==> src/rtl/oaat_hb_pkg.sv <==
`timescale 1ns / 1ps

package oaat_hb_pkg;

  localparam int unsigned HASH_W  = 32;
  localparam int unsigned BYTE_W  = 8;
  localparam int unsigned COUNT_W = 25;
  localparam int unsigned ITER_W  = $clog2(HASH_W);

  localparam logic [COUNT_W-1:0] COUNT_RESET = COUNT_W'(4096);

  // Shift amounts of the byte mix and the final mix
  localparam int unsigned SHAMT_W  = 4;
  localparam logic [SHAMT_W-1:0] MIX_SHL  = SHAMT_W'(10);
  localparam logic [SHAMT_W-1:0] MIX_SHR  = SHAMT_W'(6);
  localparam logic [SHAMT_W-1:0] FIN_SHL1 = SHAMT_W'(3);
  localparam logic [SHAMT_W-1:0] FIN_SHR  = SHAMT_W'(11);
  localparam logic [SHAMT_W-1:0] FIN_SHL2 = SHAMT_W'(15);

  typedef enum logic [8:0] {
    S_IDLE = 9'b000000001,
    S_MIX1 = 9'b000000010,
    S_MIX2 = 9'b000000100,
    S_MIX3 = 9'b000001000,
    S_FIN1 = 9'b000010000,
    S_FIN2 = 9'b000100000,
    S_FIN3 = 9'b001000000,
    S_DIV  = 9'b010000000,
    S_DONE = 9'b100000000
  } state_t;

endpackage

==> src/rtl/one_at_a_time_hash_bucket.sv <==
`timescale 1ns / 1ps

// Channel  Direction  Payload (low bit first)                 Request taken when
// in       slave      tdata: key_byte[7:0]; tuser: has_byte;   in_tvalid & in_tready
//                     tlast: last
// out      master     tdata: bucket_index[31:0]                out_tvalid & out_tready
// cfg      slave      cfg_data: bucket_count[24:0]             cfg_valid & cfg_ready
//
// A byte request is accepted, then takes three passes through the shared add/xor unit.
// A request marked last adds 3 final-mix passes, a one-bit-a-cycle restoring remainder
// over the 32 dividend bits when bucket_count is nonzero, and a load of the output register.
// An idle request is only accepted and leaves the block idle.
// Reset (rst_n low, synchronous) clears hash, sequencer and output valid; count is 4096.
// in_tready is low while a request is in work; a waiting result holds only the next one.

module one_at_a_time_hash_bucket (
  input  logic                               clk,
  input  logic                               rst_n,
  // input stream
  input  logic                               in_tvalid,
  output logic                               in_tready,
  input  logic [oaat_hb_pkg::BYTE_W-1:0]     in_tdata,   // [7:0] key_byte
  input  logic                               in_tuser,   // [0] has_byte
  input  logic                               in_tlast,
  // result stream
  output logic                               out_tvalid,
  input  logic                               out_tready,
  output logic [oaat_hb_pkg::HASH_W-1:0]     out_tdata,  // [31:0] bucket_index
  // configuration write
  input  logic                               cfg_valid,
  output logic                               cfg_ready,
  input  logic [oaat_hb_pkg::COUNT_W-1:0]    cfg_data    // [24:0] bucket_count
);

  localparam int unsigned HW = oaat_hb_pkg::HASH_W;
  localparam int unsigned CW = oaat_hb_pkg::COUNT_W;
  localparam int unsigned IW = oaat_hb_pkg::ITER_W;
  localparam int unsigned SW = oaat_hb_pkg::SHAMT_W;

  oaat_hb_pkg::state_t state_r, state_nxt;

  logic [HW-1:0]                  hash_r, hash_nxt;
  logic [oaat_hb_pkg::BYTE_W-1:0] byte_r, byte_nxt;
  logic                           last_r, last_nxt;
  logic [CW-1:0]                  count_r;
  logic [HW-1:0]                  dvd_r, dvd_nxt;
  logic [CW-1:0]                  rem_r, rem_nxt;
  logic [IW-1:0]                  iter_r, iter_nxt;
  logic [HW-1:0]                  res_r, res_nxt;
  logic                           out_valid_r, out_valid_nxt;
  logic [HW-1:0]                  out_data_r, out_data_nxt;

  // shared mixing unit
  logic [SW-1:0] shamt;
  logic          use_byte;
  logic [HW-1:0] addend;
  logic [HW-1:0] alu_add;
  logic [HW-1:0] alu_xor;

  // remainder step
  logic [CW:0]   rem_shift;
  logic [CW:0]   rem_diff;
  logic          rem_ge;

  logic in_acc;

  assign in_tready  = (state_r == oaat_hb_pkg::S_IDLE);
  assign in_acc     = in_tvalid & in_tready;
  assign cfg_ready  = 1'b1;
  assign out_tvalid = out_valid_r;
  assign out_tdata  = out_data_r;

  // Pick the shift amount and addend for the current pass
  always_comb begin
    shamt    = oaat_hb_pkg::MIX_SHL;
    use_byte = 1'b0;
    unique case (state_r)
      oaat_hb_pkg::S_MIX1: use_byte = 1'b1;
      oaat_hb_pkg::S_MIX2: shamt = oaat_hb_pkg::MIX_SHL;
      oaat_hb_pkg::S_MIX3: shamt = oaat_hb_pkg::MIX_SHR;
      oaat_hb_pkg::S_FIN1: shamt = oaat_hb_pkg::FIN_SHL1;
      oaat_hb_pkg::S_FIN2: shamt = oaat_hb_pkg::FIN_SHR;
      oaat_hb_pkg::S_FIN3: shamt = oaat_hb_pkg::FIN_SHL2;
      default:             shamt = oaat_hb_pkg::MIX_SHL;
    endcase
  end

  assign addend  = use_byte ? {{(HW - oaat_hb_pkg::BYTE_W){1'b0}}, byte_r} : (hash_r << shamt);
  assign alu_add = hash_r + addend;
  assign alu_xor = hash_r ^ (hash_r >> shamt);

  // One restoring step: bring in the next dividend bit, subtract if it fits
  assign rem_shift = {rem_r, dvd_r[HW-1]};
  assign rem_diff  = rem_shift - {1'b0, count_r};
  assign rem_ge    = (rem_shift >= {1'b0, count_r});

  always_comb begin
    state_nxt     = state_r;
    hash_nxt      = hash_r;
    byte_nxt      = byte_r;
    last_nxt      = last_r;
    dvd_nxt       = dvd_r;
    rem_nxt       = rem_r;
    iter_nxt      = iter_r;
    res_nxt       = res_r;
    out_valid_nxt = out_valid_r;
    out_data_nxt  = out_data_r;

    // drop the held result once taken
    if (out_valid_r && out_tready) begin
      out_valid_nxt = 1'b0;
    end

    unique case (state_r)
      oaat_hb_pkg::S_IDLE: begin
        if (in_acc) begin
          byte_nxt = in_tdata;
          last_nxt = in_tlast;
          if (in_tuser) begin
            state_nxt = oaat_hb_pkg::S_MIX1;
          end else if (in_tlast) begin
            state_nxt = oaat_hb_pkg::S_FIN1;
          end
        end
      end
      oaat_hb_pkg::S_MIX1: begin
        hash_nxt  = alu_add;
        state_nxt = oaat_hb_pkg::S_MIX2;
      end
      oaat_hb_pkg::S_MIX2: begin
        hash_nxt  = alu_add;
        state_nxt = oaat_hb_pkg::S_MIX3;
      end
      oaat_hb_pkg::S_MIX3: begin
        hash_nxt  = alu_xor;
        state_nxt = last_r ? oaat_hb_pkg::S_FIN1 : oaat_hb_pkg::S_IDLE;
      end
      oaat_hb_pkg::S_FIN1: begin
        hash_nxt  = alu_add;
        state_nxt = oaat_hb_pkg::S_FIN2;
      end
      oaat_hb_pkg::S_FIN2: begin
        hash_nxt  = alu_xor;
        state_nxt = oaat_hb_pkg::S_FIN3;
      end
      oaat_hb_pkg::S_FIN3: begin
        // final value leaves the running hash, which restarts at zero
        hash_nxt = '0;
        dvd_nxt  = alu_add;
        res_nxt  = alu_add;
        rem_nxt  = '0;
        iter_nxt = '0;
        state_nxt = (count_r == '0) ? oaat_hb_pkg::S_DONE : oaat_hb_pkg::S_DIV;
      end
      oaat_hb_pkg::S_DIV: begin
        rem_nxt  = rem_ge ? rem_diff[CW-1:0] : rem_shift[CW-1:0];
        dvd_nxt  = dvd_r << 1;
        iter_nxt = iter_r + IW'(1);
        if (iter_r == IW'(HW - 1)) begin
          res_nxt   = {{(HW - CW){1'b0}}, (rem_ge ? rem_diff[CW-1:0] : rem_shift[CW-1:0])};
          state_nxt = oaat_hb_pkg::S_DONE;
        end
      end
      oaat_hb_pkg::S_DONE: begin
        // hold until the output register is free or drains this cycle
        if (!out_valid_r || out_tready) begin
          out_valid_nxt = 1'b1;
          out_data_nxt  = res_r;
          state_nxt     = oaat_hb_pkg::S_IDLE;
        end
      end
      default: state_nxt = oaat_hb_pkg::S_IDLE;
    endcase
  end

  always_ff @(posedge clk) begin
    if (!rst_n) begin
      state_r     <= oaat_hb_pkg::S_IDLE;
      hash_r      <= '0;
      count_r     <= oaat_hb_pkg::COUNT_RESET;
      out_valid_r <= 1'b0;
    end else begin
      state_r     <= state_nxt;
      hash_r      <= hash_nxt;
      out_valid_r <= out_valid_nxt;
      if (cfg_valid && cfg_ready) begin
        count_r <= cfg_data;
      end
    end
  end

  // payload, no reset needed
  always_ff @(posedge clk) begin
    byte_r     <= byte_nxt;
    last_r     <= last_nxt;
    dvd_r      <= dvd_nxt;
    rem_r      <= rem_nxt;
    iter_r     <= iter_nxt;
    res_r      <= res_nxt;
    out_data_r <= out_data_nxt;
  end

endmodule

==> config.mk <==
export PLATFORM = sky130hd
export DESIGN_NAME = one_at_a_time_hash_bucket
export DESIGN_NICKNAME = d
export VERILOG_FILES = /design/src/rtl/oaat_hb_pkg.sv /design/src/rtl/one_at_a_time_hash_bucket.sv
export SDC_FILE = /design/constraint.sdc
export NUM_CORES = 1
export LEC_CHECK = 0
export BUFFER_PORTS_ARGS = -buffer_cell sky130_fd_sc_hd__buf_2
export CORE_ASPECT_RATIO = 1.75
export CORE_UTILIZATION = 44
export CTS_BUF_LIST = sky130_fd_sc_hd__clkbuf_4 sky130_fd_sc_hd__clkbuf_8
export CTS_CLUSTER_DIAMETER = 150
export DETAILED_ROUTE_END_ITERATION = 6
export SLEW_MARGIN = 20
export SYNTH_ARGS = -nofsm -noshare
export SYNTH_HDL_FRONTEND = slang
export SYNTH_SLANG_ARGS = --single-unit
export TNS_END_PERCENT = 5
==> constraint.sdc <==
create_clock -name clk -period 5.5 [get_ports clk]
set_input_delay 1.65 -clock clk [delete_from_list [all_inputs] [get_ports clk]]
set_output_delay 1.65 -clock clk [all_outputs]
set_load 0.02 [all_outputs]
After elaboration in Yosys (flattened, before gate mapping)
Cells that the tools add are included.
- flip-flop bits (word level): 202
- latch bits: 0
- RAM bits: 0
- ROM bits: 0
- bits of input ports: 40
- output and inout port bits: 35
- memories: 0
- add/subtract/negate cells: 3
- multipliers: 0
- divide/modulo/power cells: 0
- order comparisons: 1
- equal/unequal tests: 14
- shifts and indexed selects: 2
- mux-type cells: 21
- bitwise logic cells: 2
- reductions and logical operators: 12
- operator list (operator ; count):
    case mux 32 bit (2 select lines) ; 2
    case mux 32 bit (3 select lines) ; 1
    case mux 9 bit (9 select lines) ; 1
    2-to-1 mux 32 bit ; 2
    2-to-1 mux 9 bit ; 6
    case mux 25 bit (2 select lines) ; 1
    adder 32 bit ; 1
    left shift 32 x 4 -> 32 bit ; 1
    right shift 32 x 4 -> 32 bit ; 1
    bitwise XOR 32 bit ; 1
    greater-or-equal comparator 26 x 25 -> 1 bit ; 1
    zero test 25 bit ; 1
    2-to-1 mux 25 bit ; 1
    subtractor 25 bit ; 1
    case mux 4 bit (4 select lines) ; 1
    case mux 5 bit (2 select lines) ; 1
    equality test 9 x 1 -> 1 bit (second input constant) ; 1
    equality test 9 x 2 -> 1 bit (second input constant) ; 1
    equality test 9 x 3 -> 1 bit (second input constant) ; 1
    equality test 9 x 4 -> 1 bit (second input constant) ; 1
    equality test 9 x 5 -> 1 bit (second input constant) ; 1
    equality test 9 x 6 -> 1 bit (second input constant) ; 1
    equality test 9 x 7 -> 1 bit (second input constant) ; 1
    equality test 9 x 8 -> 1 bit (second input constant) ; 1
    18 further kinds ; 24

Logic depth before layout (Yosys ltp)
- depth in word-level cells: 6
- mapped depth: 22

Worst setup path before layout
Ideal clock, no wire load.
- kind: register -> register
- start: register state_r[1]
- end: register dvd_r[30] (data pin)
- setup time: 0.267 ns
- arrival time: 4.702 ns
- data required time: 5.233 ns
- slack: 0.531 ns
- cell stages (with the launch flop): 22
- path buffers: 6
- cell sequence: dfxtp_1 buf_6 or3_1 or3_4 or4_4 buf_6 buf_6 clkbuf_1 clkbuf_1 a21oi_1 o22ai_1 ha_1 clkbuf_1 and3_1 a221oi_1 o21ai_0 a21oi_1 o21ai_0 a221o_1 a41oi_1 xor2_1 o21ai_0
- cells in the longest elaborated chain, start to end: 6
- RTL lines (what ; line ; text):
    start: declaration ; one_at_a_time_hash_bucket.sv:40 ; oaat_hb_pkg::state_t state_r, state_nxt;
    start signal: assignment ; one_at_a_time_hash_bucket.sv:178 ; state_r <= oaat_hb_pkg::S_IDLE;
    start signal: assignment ; one_at_a_time_hash_bucket.sv:183 ; state_r <= state_nxt;
    equality test 9 x 7 -> 1 bit, or another cell as far along ; one_at_a_time_hash_bucket.sv:77, one_at_a_time_hash_bucket.sv:114 ;
    case mux 4 bit (4 select lines) ; one_at_a_time_hash_bucket.sv:77 ; unique case (state_r)
    left shift 32 x 4 -> 32 bit ; one_at_a_time_hash_bucket.sv:88 ; assign addend = use_byte ? {{(HW - oaat_hb_pkg::BYTE_W){1'b0}}, byte_r} : (hash_r << shamt);
    2-to-1 mux 32 bit ; one_at_a_time_hash_bucket.sv:88 ;
    adder 32 bit ; one_at_a_time_hash_bucket.sv:89 ; assign alu_add = hash_r + addend;
    case mux 32 bit (2 select lines) * ; one_at_a_time_hash_bucket.sv:114 ; unique case (state_r)
    named net dvd_nxt[30] ; one_at_a_time_hash_bucket.sv:46 ; logic [HW-1:0] dvd_r, dvd_nxt;
    end signal: assignment ; one_at_a_time_hash_bucket.sv:196 ; dvd_r <= dvd_nxt;
    end: declaration ; one_at_a_time_hash_bucket.sv:46 ;
The timed path passes the listed nets; every way through them passes the cells marked *.
A chain may end at the register's enable or synchronous reset.

Worst setup path after layout
- start: register state_r[0]
- end: register dvd_r[28] (data pin)
Same word-level chain as after synthesis.

==> flow_summary.html <==
<table>
<tr><th>Metric</th><th>Value</th></tr>
<tr><th colspan="2">Setup path</th></tr>
<tr><td>CP Cell Sequence</td><td>or3_1, or3_4, or4_4, nor3_1, a21oi_1, o22ai_1, ha_1, a21oi_1, o21ai_0, a21o_1, a31oi_1, buf_4, o21ba_2, o21ai_0, buf_4, a41oi_1, xor2_1, o21ai_0</td></tr>
<tr><td>Kind of end point of the critical path</td><td>register</td></tr>
<tr><td>Kind of cell with the highest combined delay on the critical path</td><td>simple AND/OR/NAND/NOR gates</td></tr>
<tr><td>Worst setup path category</td><td>reg -&gt; reg</td></tr>
<tr><td>Cell count along the critical path</td><td>18</td></tr>
<tr><td>Worst-path cell with the longest stage delay</td><td>or4_4</td></tr>
<tr><td>Cell type with the highest occurrence count on the critical path</td><td>o21ai_0</td></tr>
<tr><td>Worst Reg-to-Reg Cells</td><td>18</td></tr>
<tr><td>Critical path arrival</td><td>5.59 ns</td></tr>
<tr><td>Required time of the critical path</td><td>5.82 ns</td></tr>
<tr><td>Crit path buffers/inverters</td><td>2</td></tr>
<tr><td>Max incr delay on CP</td><td>0.72 ns</td></tr>
<tr><td>CP Max Fanout</td><td>31</td></tr>
<tr><td>Type of element launching the critical path</td><td>register</td></tr>
<tr><th colspan="2">CTS</th></tr>
<tr><td>Max Root-Sink Buffers</td><td>3</td></tr>
<tr><td>Clock-pin transition on the worst setup and hold timing paths</td><td>0.07 ns</td></tr>
<tr><td>CTS buffer count</td><td>31</td></tr>
<tr><td>TritonCTS clock tree</td><td>yes</td></tr>
<tr><td>Clock latency of the later-clocked register in the worst-skew pair</td><td>0.60 ns</td></tr>
<tr><td>Root buffer selected by CTS</td><td>clkbuf_8</td></tr>
<tr><td>Buffer count from post-CTS setup fixing</td><td>0</td></tr>
<tr><td>CTS H-Tree Depth</td><td>1</td></tr>
<tr><td>Sinks on Clock Net</td><td>202</td></tr>
<tr><th colspan="2">Die</th></tr>
<tr><td>Starting density of the core</td><td>44.58%</td></tr>
<tr><td>Full die area</td><td>29710 um2</td></tr>
<tr><td>Core box area</td><td>28630 um2</td></tr>
<tr><td>Number of rows created at floorplan</td><td>82</td></tr>
<tr><td>Width of the chip</td><td>130.7 um</td></tr>
<tr><td>Vertical die dimension</td><td>227.3 um</td></tr>
<tr><td>I/O pin count</td><td>75</td></tr>
<tr><th colspan="2">Yosys</th></tr>
<tr><td>Mapped Avg Cell Area</td><td>9.083 um2</td></tr>
<tr><td>Synth warn</td><td>0</td></tr>
<tr><td>Number of enable flip-flop cells after synthesis</td><td>135</td></tr>
<tr><td>Area contributors post-synth</td><td>edfxtp_1 (32%), dfxtp_1 (11%), nor2_1 (6.3%), mux2i_1 (6.1%), ha_1 (5.7%)</td></tr>
<tr><td>Post-synthesis sequential area ratio</td><td>42.28%</td></tr>
<tr><td>Number of synthesized register bits</td><td>202</td></tr>
<tr><td>Post-Synthesis Cell Area</td><td>12760 um2</td></tr>
<tr><td>Dominant cell type by area after synthesis</td><td>edfxtp_1</td></tr>
<tr><td>Gate Count Post-Synth</td><td>1405</td></tr>
<tr><td>Most common flop cell mapped by yosys</td><td>edfxtp_1</td></tr>
<tr><td>Number of nets produced by synthesis</td><td>1505</td></tr>
<tr><td>Fraction of registers with async set/reset</td><td>0%</td></tr>
<tr><td>Proportion of netlist area held by the largest area contributor</td><td>31.77%</td></tr>
<tr><td>Netlist cell types</td><td>73</td></tr>
<tr><th colspan="2">Place</th></tr>
<tr><td>Port Buffers</td><td>73</td></tr>
<tr><td>Placer Congestion</td><td>0.9322</td></tr>
<tr><td>Half-perimeter wire length after detailed placement</td><td>29.98 mm</td></tr>
<tr><th colspan="2">GRT</th></tr>
<tr><td>Remaining global-route overflow</td><td>0</td></tr>
<tr><td>Maximum number of pins on one net before global-route repair</td><td>55</td></tr>
<tr><td>Via count of the first global-routing pass</td><td>11030</td></tr>
<tr><td>First-pass GRT wire length</td><td>59.39 mm</td></tr>
<tr><td>Initial antenna violation count</td><td>1</td></tr>
<tr><td>Overall track demand over capacity in global routing</td><td>26.71%</td></tr>
<tr><th colspan="2">Route</th></tr>
<tr><td>Mean number of vias per cell</td><td>5.738</td></tr>
<tr><td>DR DRC count</td><td>0</td></tr>
<tr><td>Vias</td><td>10870</td></tr>
<tr><td>Remaining antenna violation count</td><td>0</td></tr>
<tr><td>Drt first-iter violations</td><td>578</td></tr>
<tr><td>Routed length per instance</td><td>20.48 um</td></tr>
<tr><td>Aggregate routed wire length</td><td>38.82 mm</td></tr>
<tr><td>Number of search-and-repair iterations in the first detailed-routing pass</td><td>5</td></tr>
<tr><th colspan="2">Finish</th></tr>
<tr><td>Register Area</td><td>5395 um2</td></tr>
<tr><td>Layout-stage area growth over the synthesis result</td><td>13.11%</td></tr>
<tr><td>Net count, final</td><td>1592</td></tr>
<tr><td>Final-layout fill cell count</td><td>2741</td></tr>
<tr><td>Multi-input gate area</td><td>6913 um2</td></tr>
<tr><td>Share of cells above drive strength 1</td><td>15.30%</td></tr>
<tr><th colspan="2">Min path</th></tr>
<tr><td>Class of the tightest hold or removal check</td><td>reg -&gt; reg</td></tr>
<tr><td>Worst hold path depth</td><td>0</td></tr>
<tr><th colspan="2">STA</th></tr>
<tr><td>Worst setup skew after layout</td><td>0.01803 ns</td></tr>
<tr><td>Fin crit period</td><td>5.264 ns</td></tr>
<tr><td>Setup repair after global routing missed its margin</td><td>false</td></tr>
<tr><td>Remaining max-slew budget at the tightest pin</td><td>32.83%</td></tr>
<tr><td>Count of endpoints failing setup in the final report</td><td>0</td></tr>
<tr><td>Transition time at the pin with the least slew margin</td><td>1.008 ns</td></tr>
<tr><td>Fmax</td><td>190.0 MHz</td></tr>
<tr><td>Count of final max-slew check failures</td><td>0</td></tr>
<tr><td>Final-report hold violation count</td><td>0</td></tr>
<tr><td>Final Cycle Share</td><td>95.72%</td></tr>
<tr><td>Setup TNS Final</td><td>0 ns</td></tr>
<tr><th colspan="2">Pwr</th></tr>
<tr><td>Worst vdd ir</td><td>169.6 uV</td></tr>
<tr><td>Pwr Density</td><td>278.2 nW/um2</td></tr>
<tr><td>Final Power</td><td>0.004016 W</td></tr>
<tr><td>Cell leakage power</td><td>5.923 nW</td></tr>
<tr><th colspan="2">Run</th></tr>
<tr><td>Number of maximum-capacitance constraint violations</td><td>0</td></tr>
<tr><th colspan="2">Outcome</th></tr>
<tr><td>Outcome</td><td>finished, final reports clean</td></tr>
</table>
-- per-stage QoR --
| stage | area [um2] | cells | utilization (%) | hold WS (ns) | setup WS [ns] |
|---|---|---|---|---|---|
| after global placement | 13740 | 1837 | 47.99 | 0.4013 | 0.2799 |
| final | 14430 | 1895 | 50.42 | 0.4176 | 0.2355 |
| after detailed placement | 13740 | 1837 | 47.99 | 0.4045 | 0.3168 |
| after CTS | 14420 | 1894 | 50.39 | 0.4188 | 0.2469 |
| after global routing | 14430 | 1895 | 50.42 | 0.4215 | 0.02991 |
| after floorplan | 12760 | 1405 | - | 0.4003 | 0.5309 |
-- final timing paths --
| check | start | end | slack (ns) |
|---|---|---|---|
| worst max-delay path | state_r[0]$_SDFFE_PN1P_ | dvd_r[28]$_DFFE_PN_ | 0.24 |
| worst min-delay path | res_r[21]$_DFFE_PP_ | out_tdata[21]$_DFFE_PP_ | 0.42 |
| worst min register to register | res_r[21]$_DFFE_PP_ | out_tdata[21]$_DFFE_PP_ | 0.42 |
| worst max register to register | state_r[0]$_SDFFE_PN1P_ | dvd_r[28]$_DFFE_PN_ | 0.24 |
-- Yosys cell counts, types with 3 or more instances --
cell	count
nor2_1	214
edfxtp_1	135
nand2_1	126
a21oi_1	105
o21ai_0	101
mux2i_1	78
dfxtp_1	67
ha_1	58
clkbuf_1	54
inv_1	44
nor3_1	33
xnor2_1	32
xor2_1	27
o22ai_1	26
a21o_1	25
nand3_1	24
mux2_2	18
a211oi_1	17
o211ai_1	14
nor4_1	13
and2_1	12
nor2b_1	12
o21a_1	12
a31oi_1	11
nand4_1	11
buf_2	10
or3_1	10
a221o_1	8
and3_1	8
o21bai_1	7
a21boi_0	6
or2_2	6
a22oi_1	5
nand2b_1	5
buf_4	4
buf_6	4
o221a_2	4
o31ai_1	4
a31o_2	3
a41oi_1	3
buf_1	3
o21ai_1	3
-- cells by family after synthesis --
logic type,synth area share [%]
xor gates and xnor gates,4.226
DFF,42.28
other,0.02939
and+or+nand+nor,17.01
AOI/OAI and AO/OA,18.44
adders and majority gates,6.001
buffers and inverters,3.951
muxes,8.060
-- metal layers --
layer	vias up	routed length, um	GRT usage, %	part of all wire, %
met5	-	0	0	0
met2	331	20120	48.90	52
met3	127	1393	2.938	3.6
li1	5309	-	-	-
met1	5106	14650	28.08	38
met4	0	2653	18.35	6.8
-- where the power goes --
part / leakage [nW] / total, W / switching [W] / internal [W]
logic: 3.81 / 0.000874 / 0.000550 / 0.000325
registers: 1.76 / 0.00174 / 0.0000592 / 0.00168
clock network: 0.361 / 0.00140 / 0.000631 / 0.000770
total: 5.92 / 0.00402 / 0.00124 / 0.00278
-- worst register-to-register path, cell delays in order (launching register included) --
cell     delay (ns)
dfxtp_1        0.38
or3_1          0.42
or3_4          0.39
or4_4          0.72
nor3_1         0.34
a21oi_1        0.13
o22ai_1        0.25
ha_1           0.33
a21oi_1        0.22
o21ai_0        0.12
a21o_1         0.16
a31oi_1        0.14
buf_4          0.17
o21ba_2        0.19
o21ai_0        0.12
buf_4          0.16
a41oi_1        0.29
xor2_1         0.32
o21ai_0        0.12
-- repair_timing --
action | in CTS | in global routing
hold buffers | 0 | 0
endpoints found under the hold margin | 0 | 0
gates resized for setup | 0 | 2
endpoints found under the setup margin | 0 | 6
-- cell type report --
cell class	instances	share of cell area (%)
Clock inverter	21	1.456
Timing Repair Buffer	129	5.531
Tap cell	378	3.277
Inverter	44	1.144
Antenna cell	1	0.01734
Sequential cell	202	37.38
Multi-Input combinational cell	1084	47.89
Clock buffer	36	3.303
-- flip-flops by register name (all words and copies together) (netlist names) --
register    cells
count_r        25
res_r          32
out_tdata      32
byte_r          8
rem_r          25
state_r         9
iter_r          5
hash_r         32
dvd_r          32
out_tvalid      1
last_r          1
-- placed cells by master, fill, tap and decap left out, types with 7 or more instances in the layout --
| cell type | count |
|---|---|
| or3_1 | 10 |
| xor2_1 | 27 |
| clkinv_2 | 10 |
| buf_4 | 55 |
| o21bai_1 | 7 |
| o211ai_1 | 14 |
| a21oi_1 | 105 |
| xnor2_1 | 32 |
| nor2_1 | 214 |
| edfxtp_1 | 135 |
| o21ai_0 | 101 |
| nor2b_1 | 11 |
| mux2_2 | 18 |
| nand2_1 | 124 |
| and3_1 | 8 |
| ha_1 | 58 |
| a31oi_1 | 11 |
| a211oi_1 | 17 |
| mux2i_1 | 78 |
| nand4_1 | 11 |
| nor3_1 | 31 |
| clkbuf_8 | 33 |
| inv_1 | 44 |
| nand3_1 | 24 |
| o21a_1 | 12 |
| o22ai_1 | 26 |
| a21o_1 | 25 |
| a221o_1 | 8 |
| buf_2 | 73 |
| dfxtp_1 | 67 |
| nor4_1 | 12 |
| and2_1 | 12 |
Power figures use the tool's default switching activity.
